`src/ndt_pkg.sv`:
```
package ndt_pkg;

  localparam int DIV_W      = 16;
  localparam int DIV_STEP_W = 4;

  typedef struct packed {
    logic [63:0] uuid_high;
    logic [63:0] uuid_low;
    logic [47:0] source_address;
  } entry_t;

  typedef struct packed {
    logic             start;
    logic [DIV_W-1:0] dividend;
    logic [DIV_W-1:0] divisor;
  } div_req_t;

  typedef struct packed {
    logic             done;
    logic [DIV_W-1:0] rem;
  } div_rsp_t;

endpackage

```
`src/ndt_divider.sv`:
```
module ndt_divider (
  input  logic                clk,
  input  logic                rst_n,
  input  ndt_pkg::div_req_t   req,
  output ndt_pkg::div_rsp_t   rsp
);
  import ndt_pkg::*;

  localparam logic [DIV_STEP_W-1:0] LAST_STEP = DIV_STEP_W'(DIV_W - 1);

  logic                  busy_r;
  logic                  done_r;
  logic [DIV_STEP_W-1:0] step_r;
  logic [DIV_W-1:0]      rem_r;
  logic [DIV_W-1:0]      dvd_r;
  logic [DIV_W-1:0]      dvs_r;

  logic [DIV_W:0]        trial;
  logic [DIV_W:0]        diff;
  logic                  ge;

  always_comb begin
    trial = {rem_r, dvd_r[DIV_W-1]};
    diff  = trial - {1'b0, dvs_r};
    ge    = trial >= {1'b0, dvs_r};
  end

  always_ff @(posedge clk) begin
    if (!rst_n) begin
      busy_r <= 1'b0;
      done_r <= 1'b0;
      step_r <= '0;
    end else begin
      done_r <= 1'b0;
      if (req.start) begin
        busy_r <= 1'b1;
        step_r <= '0;
        rem_r  <= '0;
        dvd_r  <= req.dividend;
        dvs_r  <= req.divisor;
      end else if (busy_r) begin
        rem_r  <= ge ? diff[DIV_W-1:0] : trial[DIV_W-1:0];
        dvd_r  <= {dvd_r[DIV_W-2:0], 1'b0};
        step_r <= step_r + 1'b1;
        if (step_r == LAST_STEP) begin
          busy_r <= 1'b0;
          done_r <= 1'b1;
        end
      end
    end
  end

  assign rsp.done = done_r;
  assign rsp.rem  = rem_r;

endmodule

```
`config.mk`:
```
export PLATFORM = sky130hd
export DESIGN_NAME = ndt_divider
export DESIGN_NICKNAME = d
export VERILOG_FILES = /design/src/ndt_pkg.sv /design/src/ndt_divider.sv
export SDC_FILE = /design/constraint.sdc
export NUM_CORES = 1
export LEC_CHECK = 0
export BUFFER_PORTS_ARGS = -buffer_cell sky130_fd_sc_hd__buf_2
export CORE_MARGIN = 4
export CORE_UTILIZATION = 45
export DETAILED_ROUTE_END_ITERATION = 12
export PLACE_DENSITY = 0.66
export SYNTH_ARGS = -nofsm -noshare
export SYNTH_HDL_FRONTEND = slang
export SYNTH_SLANG_ARGS = --single-unit
```
`constraint.sdc`:
```
create_clock -name clk -period 3.35 [get_ports clk]
set_input_delay 0.335 -clock clk [delete_from_list [all_inputs] [get_ports clk]]
set_output_delay 0.335 -clock clk [all_outputs]
set_load 0.005 [all_outputs]
```
Word level (Yosys, flattened, before mapping)
Index checks and enable logic that the tools add are counted.
- bits in registers: 54
- bits of input ports: 35
- output and inout port bits: 17
- logic and storage cells: 25
- add/subtract/negate cells: 2
- order comparisons: 1
- eq/ne operators: 1
- muxes and demuxes: 8
- bitwise logic cells: 2
- reduce and logical (&&, ||, !) cells: 5
- operators by type and width (kind ; number):
    $mux W16 ; 4
    $ge A17 B16 Y1 ; 1
    $sub A16 B16 Y16 ; 1
    $add A4 B1 Y4 const B ; 1
    $eq A4 B4 Y1 const B ; 1
    $mux W1 ; 4
    $reduce_and A2 Y1 ; 2
    $reduce_or A3 Y1 ; 1
    $not A1 Y1 ; 2
    $reduce_bool A2 Y1 ; 1
    $reduce_or A2 Y1 ; 1

Longest topological paths before layout
Gate-level depths: netlist (run 1).
- depth after elaboration: 4
- mapped depth: 10

Worst setup path after synthesis (run 1)
No wires, ideal clock.
- kind: reg-to-reg
- from: reg dvd_r[15]
- to: reg rem_r[14], data pin
- data arrival time: 2.158 ns
- data required time: 3.079 ns
- setup slack: 0.922 ns
- stages on the path, launching flop included: 11
- buffers on the path: 0
- cells stage by stage: edfxtp_1 inv_1 ha_1 inv_1 fa_1 a21o_2 a221oi_4 o22ai_1 a211oi_1 xor2_1 o31ai_1
- longest elaborated chain between the ends: 3
- elaborated cells between the ends (all ways): 4
- ends and longest elaborated chain (item ; line ; text):
    start: declaration ; ndt_divider.sv:15 ; logic [DIV_W-1:0] dvd_r;
    start signal: assignment ; ndt_divider.sv:39 ; dvd_r <= req.dividend;
    start signal: assignment ; ndt_divider.sv:43 ; dvd_r <= {dvd_r[DIV_W-2:0], 1'b0};
    $sub A16 B16 Y16 or $ge A17 B16 Y1 (tied branches) ; ndt_divider.sv:24, ndt_divider.sv:25 ;
    $mux W16 * ; ndt_divider.sv:42 ; rem_r <= ge ? diff[DIV_W-1:0] : trial[DIV_W-1:0];
    $mux W16 * ; ndt_divider.sv:41 ; end else if (busy_r) begin
    end signal: assignment ; ndt_divider.sv:42 ;
    end: declaration ; ndt_divider.sv:14 ; logic [DIV_W-1:0] rem_r;
Mark *: on every way between the ends. The rest lies on a longest branch, timed or not. The select of a mux whose other input is x is not followed.
A chain may end at the register's enable or synchronous reset.

Worst setup path after layout (run 1)
- from: reg rem_r[3]
- to: reg rem_r[12], data pin
- longest elaborated chain between the ends: 3
- elaborated cells between the ends (all ways): 4
- ends and longest elaborated chain (item ; line):
    $sub A16 B16 Y16 or $ge A17 B16 Y1 (tied branches) ; ndt_divider.sv:24, ndt_divider.sv:25
    $mux W16 * ; ndt_divider.sv:42
    $mux W16 * ; ndt_divider.sv:41
Marks and branches as above.

==> results of run 1 <==
metal layers:
| metal | track usage, % | vias up | wire (um) |
|---|---|---|---|
| li1 | - | 1174 | - |
| met1 | 22.7 | 1096 | 3070 |
| met2 | 26.4 | 63 | 3130 |
| met3 | 3.53 | 7 | 360 |
| met4 | 4.33 | 0 | 72 |
| met5 | 0 | - | 0 |
cell families after synthesis:
logic type,count (synthesis),share of synthesized area [%]
AO/OA/AOI/OAI,77,17.5
XOR/XNOR,10,2.74
adder cells (fa/ha/maj),18,7.29
buffers and inverters,38,5.37
flip-flops,54,48.9
multiplexers,16,5.60
AND/OR/NAND/NOR,74,12.6
power breakdown:
group	internal [mW]	leakage (nW)	total (mW)	switching [mW]
combinational	0.198	0.910	0.454	0.255
clock	0.153	0.0481	0.385	0.231
sequential	0.797	0.508	0.824	0.0262
flip-flops by register name, indices dropped and copies added, names as in the netlist:
signal	flops
rem_r	16
dvd_r	16
done_r	1
step_r	4
dvs_r	16
busy_r	1
synth_stat cells (3+ instances only):
cell type,instances
o211ai_1,3
buf_2,3
nor2_1,16
xnor2_1,5
dfxtp_1,6
inv_1,24
xor2_1,5
o21ai_0,15
edfxtp_1,48
nand4_1,5
clkbuf_1,4
buf_4,4
mux2_2,15
a21oi_1,21
nand2_1,8
or3_1,3
o21a_1,4
nand3_1,14
nor3_1,7
ha_1,17
final timing paths:
kind | end | cells after the start | slack [ns]
worst max-delay path | rem_r[12] | 7 | 0.59
worst min-delay path | dvs_r[13] | 1 | 0.19
worst max register to register | rem_r[12] | 7 | 0.59
worst min register to register | done_r | 2 | 0.49
layout make-up:
| class | instances | area (um^2) | area share [%] |
|---|---|---|---|
| sequential | 54 | 1560 | 43.3 |
| multi-input combinational | 195 | 1460 | 40.5 |
| timing repair buffer | 54 | 278 | 7.71 |
| tap | 96 | 120 | 3.33 |
| inverter | 24 | 90.1 | 2.50 |
| clock buffer | 5 | 68.8 | 1.91 |
| clock inverter | 3 | 23.8 | 0.660 |
stage by stage:
step / cell area, um^2 / util (%)
2_1_floorplan: 3190 / -
3_3_place_gp: 3510 / 51.4
3_5_place_dp: 3510 / 51.4
4_1_cts: 3600 / 52.7
5_1_grt: 3600 / 52.7
6_report: 3600 / 52.7
cell usage in the layout, fill, tap and decap left out, types with 6 or more instances in the layout:
master	n
mux2_2	15
inv_1	24
nand2_1	8
edfxtp_1	48
nor3_1	7
nor2_1	16
dfxtp_1	6
a21oi_1	21
o21ai_0	15
buf_2	51
ha_1	17
nand3_1	14
==> results.cfg, run 1 <==
[yosys]
netlist_area_um2 = 3190
synth_area_leaders = edfxtp_1, ha_1, mux2_2
syn_nets = 340
synthFlopType = edfxtp_1
synth_edf_count = 48
synth_cells = 287
syn_area_per_cell_um2 = 11.1
synth_seq_cells = 54
seq_area_frac_synth_pct = 48.9
ys_types = 61
synth_top_area_cell = edfxtp_1
ys_warn_count = 0
synth_top_area_share_pct = 45.1
synthArstFlopShare_pct = 0

[setup_path]
slowest_delay_ns = 0.65
cp-end-kind = flop
worstSetupPathType = reg2reg
cp_max_fo = 14
crit_chain = ha_1, a21o_4, a31oi_2, a21boi_1, o211ai_2, a2111oi_2, a31o_1
arrival_ns = 2.84
cp.buffers_inverters = 0
required_ns = 3.43
crit_slowest_cell = o211ai_2
worst_setup_path_start_kind = flop
r2r-start = rem_r[3]
critPathLaunch = rem_r[3]
path_delay_family = compound AO/OA/AOI/OAI gates

[sta]
slew_viol_final = 0
setup_viol = 0
clock_skew_ns = 0.00886
period_needed_ns = 2.76
hold_violations = 0
tns_ns = 0
fin_ws_ns = 0.592
whs_ns = 0.188
tightestPinTransition_ns = 0.868
rsz0062_at_grt = no
max_freq_ghz = 0.363
period_share_pct = 82.3
slew_headroom_pct = 41.7

[cells_and_area]
antenna_cells = 0
nets = 387
layout.cells.non_filler = 431
final.fill_count = 640
drive_above_1_share_pct = 26.0
synthToLayoutAreaGrowth_pct = 12.8

[clocking]
numCtsBuffers = 5
cts_tree = built
ctsHoldBuffers = 0
cts.sinks = 54
htreeDepth = 2
clockBufferDepth = 2
clock_latency_ns = 0.31
post_cts_buffers = 0
cts_resized = 0
root_buffer = clkbuf_8
clk_pin_slew_ns = 0.11

[detailed_routing]
first_iter_violations = 170
finalWirelength_mm = 6.62
dr.pass1.iters = 4
avgRoutedWirePerCell_um = 15.4
drc = 0
dr_total_vias = 2340
avgViaCountPerCell = 5.43
ant_nets = 0

[global_route]
overflow = 0
grt_max_degree = 34
antenna_found_initial = 0
grt_pass1_vias = 2341
grt_usage_pct = 16.5
grt_pass1_wl_mm = 11.3

[floorplanning]
core_um2 = 6830
rows = 30
io_pins = 52
start_util_pct = 46.7
die_h_um = 92.2
die_w_um = 92.2
die_area_um2 = 8510

[pwr]
power_density_nw_per_um2 = 461
finalPower_mw = 1.66
ir_drop_uv = 229
leakage_nw = 1.47

[placed_design]
port_buffers = 51
gp_congestion = 0.827
dp_hpwl_mm = 4.79
place_inst = 423
place_ws_ns = 0.619

[job]
drv_cap = 0

[min_path]
min_path_type = in2reg
min-delay-start = req[13]

[status]
outcome = complete, no violations
No activity file was read; power rests on OpenSTA's default activity.
==> run 2: changes to the inputs <==
ABC_AREA = 1   (was not set)
PLACE_DENSITY = 0.68   (was 0.66)
clock period = 2.3 ns   (was 3.35 ns; I/O delays follow)
==> run 2 against run 1 <==
Hold slack worse by 0.10 ns. Final area up 9.9%. Cell count up 37%. Maximum frequency up 28%. Sequential share of layout area down 3.9 points. Clock power up 60%. Sequential power up 49%. Area after synthesis up 9.7%. Global-route usage up 1.1 points. Core utilization up 0.72 points. Critical path depth up 3.
==> results.cfg, run 2 <==
[cells_and_area]
final_util_pct = 53.5
fin_area_um2 = 3960
antenna_cells = 0
drive_above_1_share_pct = 20.3
nets = 545
mostFrequentLayoutCells = nand2_1, inv_1, buf_2
final_common_cell = nand2_1
layout.cells.non_filler = 592
synthToLayoutAreaGrowth_pct = 13.0
reg_top3 = dvd_r: 16 flops, dvs_r: 16 flops, rem_r: 16 flops

[sta]
period_share_pct = 94.0
max_freq_ghz = 0.463
period_needed_ns = 2.16
setup_viol = 0
slew_viol_final = 0
clock_skew_ns = 0.00780
tightestPinTransition_ns = 0.677
rsz0062_at_grt = no
tns_ns = 0
hold_violations = 0
slew_headroom_pct = 54.8

[clocking]
clk_pin_slew_ns = 0.10
clock_latency_ns = 0.31
cts_tree = built
clockBufferDepth = 2
cts.sinks = 54
numCtsBuffers = 5
root_buffer = clkbuf_8
htreeDepth = 2

[yosys]
synth_top_area_share_pct = 41.1
ys_warn_count = 0
syn_area_per_cell_um2 = 7.98
synth_cells = 439
synthArstFlopShare_pct = 0
netlist_area_um2 = 3500
synthFlopType = edfxtp_1
synth_common_cells = nand2_1, inv_1, edfxtp_1
syn_nets = 492
synth_area_leaders = edfxtp_1, nand2_1, inv_1
synth_edf_count = 48
synth_seq_cells = 54
synth_most_common_cell = nand2_1
ys_types = 37
seq_area_frac_synth_pct = 44.6
synth_top_area_cell = edfxtp_1

[setup_path]
r2r-end = rem_r[13]
r2r-start = rem_r[10]
worstRegToRegCells = 10
arrival_ns = 2.25
worstSetupPathType = reg2reg
cp_max_fo = 14
required_ns = 2.39
worst_setup_path_start_kind = flop
cp-end-kind = flop
r2r_slack_ns = 0.14

[min_path]
min-delay-start = req[12]
holdPathEnd = dvs_r[12]
holdPathStages = 1
min_path_type = in2reg

[global_route]
grt_usage_pct = 17.6
grt_pass1_wl_mm = 12.6
grt_max_degree = 33
grt_pass1_vias = 2795
overflow = 0
antenna_found_initial = 0

[job]
drv_cap = 0

[pwr]
clock_power_share_pct = 21.9
internal-power_mw = 1.84
seqPwrFrac_pct = 43.8
swShare_pct = 34.6
comb_power_share_pct = 34.3
leakage_nw = 2.00
power_density_nw_per_um2 = 710
p_switching_mw = 0.972
ir_drop_uv = 324

[placed_design]
gp_congestion = 0.929
placed_cell_area_um2 = 3850
dp_hpwl_mm = 5.84
place_inst = 584
port_buffers = 51

[status]
outcome = complete, no violations

[floorplanning]
io_pins = 52
start_util_pct = 47.3
die_w_um = 96.2
rows = 31
core_um2 = 7410
die_area_um2 = 9260
die_h_um = 96.2

[detailed_routing]
dr.pass1.iters = 4
finalWirelength_mm = 7.60
first_iter_violations = 123
avgRoutedWirePerCell_um = 12.8
dr_total_vias = 2841
drc = 0
avgViaCountPerCell = 4.80
ant_nets = 0
-- run 2: changes by cell type in the layout (fill, tap and decap cells not counted), moves of 4 or more --
cell      before  now
nor2_2         0   11
nand3b_1       1   12
o21a_1         4    0
a21oi_1       21    9
nand2_2        0    6
nor2_4         0    4
mux2_2        15    0
inv_2          0    6
nand2_1        8  160
o21ai_0       15    1
inv_1         24   66
nor2_1        16   36
-- run 2: cells by family after synthesis --
| family | count (synthesis) | synth area share [%] |
|---|---|---|
| AO/OA/AOI/OAI | 13 | 2.11 |
| XOR/XNOR | 6 | 1.50 |
| adder cells (fa/ha/maj) | 18 | 6.64 |
| buffers and inverters | 83 | 10.3 |
| flip-flops | 54 | 44.6 |
| AND/OR/NAND/NOR | 265 | 34.9 |
-- run 2: final cells by class --
cell class              instances  area (um^2)
repair buffers                 56          305
well taps                      99          124
clock inverters                 1         6.26
flip-flops and latches         54         1560
clock buffers                   7         97.6
fillers                       712         3450
multi-input cells             302         1590
inverters                      73          279
-- run 2: worst max-delay path, stage by stage, from the launching register on --
cell and delay, ns:
edfxtp_1 0.47, ha_1 0.41, nand2_1 0.12, inv_2 0.07, nand2_1 0.08, nor2_1 0.22
nand2_4 0.20, nand2_8 0.14, inv_6 0.08, nor2_1 0.11, nor2_1 0.04
-- run 2: timing repair --
action	CTS	global route
setup endpoints to repair	0	2
gates resized for setup	0	2
setup buffers	0	0
hold buffers	0	0
-- run 2: worst max path at each step --
stage / start / end / slack, ns / depth (start not counted)
finish: rem_r[10] / rem_r[13] / 0.14 / 10
global route: rem_r[10] / rem_r[12] / 0.01 / 12
global placement: dvd_r[15] / rem_r[8] / 0.11 / 12
CTS: dvd_r[15] / rem_r[8] / 0.06 / 12
detailed placement: dvd_r[15] / rem_r[8] / 0.06 / 12
floorplan: rem_r[1] / rem_r[1] / 0.38 / 12
-- run 2: through the flow --
| stage | hold WS, ns | power, mW | setup WS (ns) |
|---|---|---|---|
| finish | 0.0834 | 2.81 | 0.138 |
| global route | 0.0689 | 3.01 | 0.0131 |
| CTS | 0.0759 | 2.83 | 0.0554 |
| detailed placement | 0.408 | 2.22 | 0.0616 |
| global placement | 0.406 | 2.21 | 0.114 |
| floorplan | 0.329 | 1.98 | 0.377 |
-- run 2: power groups by stage --
stage / combinational, mW / sequential [mW] / clock [mW]
3_3_place_gp: 0.953 / 1.25 / 0
2_1_floorplan: 0.730 / 1.25 / 0
4_1_cts: 0.968 / 1.23 / 0.630
3_5_place_dp: 0.964 / 1.26 / 0
5_1_grt: 1.10 / 1.24 / 0.675
6_report: 0.966 / 1.23 / 0.615
-- run 2: layer usage --
layer  part of all wire [%]  vias to the layer above  track usage (%)  wire length (um)
met5                      0                        -                0                 0
met1                     46                     1295             23.4              3510
met3                    5.0                       11             3.99               379
met2                     47                       63             28.4              3590
li1                       -                     1472                -                 -
met4                    1.6                        0             5.81               123
==> run 3: changes to the inputs <==
CORE_UTILIZATION = 48   (was 45)
PLACE_DENSITY = 0.72   (was 0.68)
==> run 3 against run 2 <==
First-iteration DRC count up 55%. Via count up 1.1%. Cell count down 0.51%. Clock-buffer cell count down 1. Global-route usage up 1.0 points. Sequential power about the same. Wire length up 1.8%. Largest cell class unchanged. Highest routed layer unchanged.
==> results.cfg, run 3 (synthesis gave the netlist of run 2 again) <==
[clocking]
htreeDepth = 2
clock_latency_ns = 0.32
clockBufferDepth = 2
ctsHoldBuffers = 0
root_buffer = clkbuf_8
numCtsBuffers = 5
clk_pin_slew_ns = 0.11
cts_tree = built
cts.sinks = 54

[floorplanning]
die_area_um2 = 8730
core_um2 = 6940
rows = 30
die_h_um = 93.4
die_w_um = 93.4
start_util_pct = 50.5
io_pins = 52

[global_route]
overflow = 0
grt_pass1_wl_mm = 12.8
grt_usage_pct = 18.7
antenna_found_initial = 0
grt_pass1_vias = 2784
grt_max_degree = 33

[cells_and_area]
reg_top3 = dvd_r: 16 flops, dvs_r: 16 flops, rem_r: 16 flops
mostFrequentLayoutCells = nand2_1, inv_1, buf_2
final_util_pct = 57.0
antenna_cells = 0
drive_above_1_share_pct = 20.5
synthToLayoutAreaGrowth_pct = 12.9
final_common_cell = nand2_1
nets = 545

[setup_path]
cp.buffers_inverters = 2
slowest_delay_ns = 0.43
required_ns = 2.38
cp_num_cells = 12
arrival_ns = 2.27
r2r-start = dvd_r[15]
crit_slowest_cell = fa_2
path_delay_family = simple AND/OR/NAND/NOR gates
cp_max_fo = 4
r2r-end = rem_r[8]
crit_chain = inv_1, ha_1, inv_1, fa_2, nand2_1, nand3_2, nand2_2, nor2_1, o21bai_1, nand2_1, nor2_2, nor2_1
worstSetupPathType = reg2reg
r2r_slack_ns = 0.11
cp-end-kind = flop
worst_setup_path_start_kind = flop
worstRegToRegCells = 12

[min_path]
holdPathStages = 1
holdPathEnd = dvs_r[3]
min_path_type = in2reg
min-delay-start = req[3]

[sta]
tns_ns = 0
setup_viol = 0
period_share_pct = 95.3
whs_ns = 0.0780
max_freq_ghz = 0.456
fin_ws_ns = 0.107
slew_viol_final = 0
period_needed_ns = 2.19
tightestPinTransition_ns = 0.663
clock_skew_ns = 0.0106
hold_violations = 0
slew_headroom_pct = 55.8

[detailed_routing]
avgRoutedWirePerCell_um = 13.1
drc = 0
first_iter_violations = 191
dr_total_vias = 2872
ant_nets = 0
avgViaCountPerCell = 4.88
dr.pass1.iters = 4
finalWirelength_mm = 7.74

[placed_design]
gp_congestion = 1.05
dp_hpwl_mm = 5.73
place_ws_ns = 0.0830
port_buffers = 51

[job]
drv_cap = 0

[pwr]
ir_drop_uv = 387
power_density_nw_per_um2 = 724
leakage_nw = 2.00

[status]
outcome = complete, no violations
==> run 3: layout make-up <==
type	count	area (um^2)
well taps	96	120
clock inverters	2	37.5
fillers	637	2990
clock buffers	6	72.6
inverters	73	279
flip-flops and latches	54	1560
multi-input cells	302	1590
repair buffers	56	293
==> run 3: per-stage QoR <==
stage	power, mW	instances	instance area, um^2
after detailed placement	2.20	580	3830
after floorplan	1.98	439	3500
after CTS	2.87	588	3940
after global routing	3.05	589	3960
after global placement	2.19	580	3830
final	2.86	589	3960
==> run 3: per-layer routing <==
layer  global-route usage, %  routed length [um]
met5                       0                   0
met4                    5.74                  89
met3                    4.99                 552
met2                    31.0                3720
met1                    23.6                3380
==> run 3: report_power, final <==
group	switching (mW)	internal [mW]	total [mW]
Sequential	0.0470	1.19	1.23
Clock	0.337	0.326	0.662
Combinational	0.606	0.360	0.966
==> run 3: worst max path at each step <==
stage | start | endpoint | slack (ns)
finish | dvd_r[15] | rem_r[8] | 0.11
global route | dvd_r[15] | rem_r[8] | -0.008
CTS | dvd_r[15] | rem_r[8] | 0.02
detailed placement | dvd_r[15] | rem_r[8] | 0.08
global placement | dvd_r[15] | rem_r[8] | 0.11
floorplan | rem_r[1] | rem_r[1] | 0.38
==> run 3: repair_timing <==
item                                   4_1_cts  5_1_grt
endpoints found under the hold margin        0        0
gates resized for setup                      0        3
buffers inserted                             0        1
setup endpoints to repair                    0        3
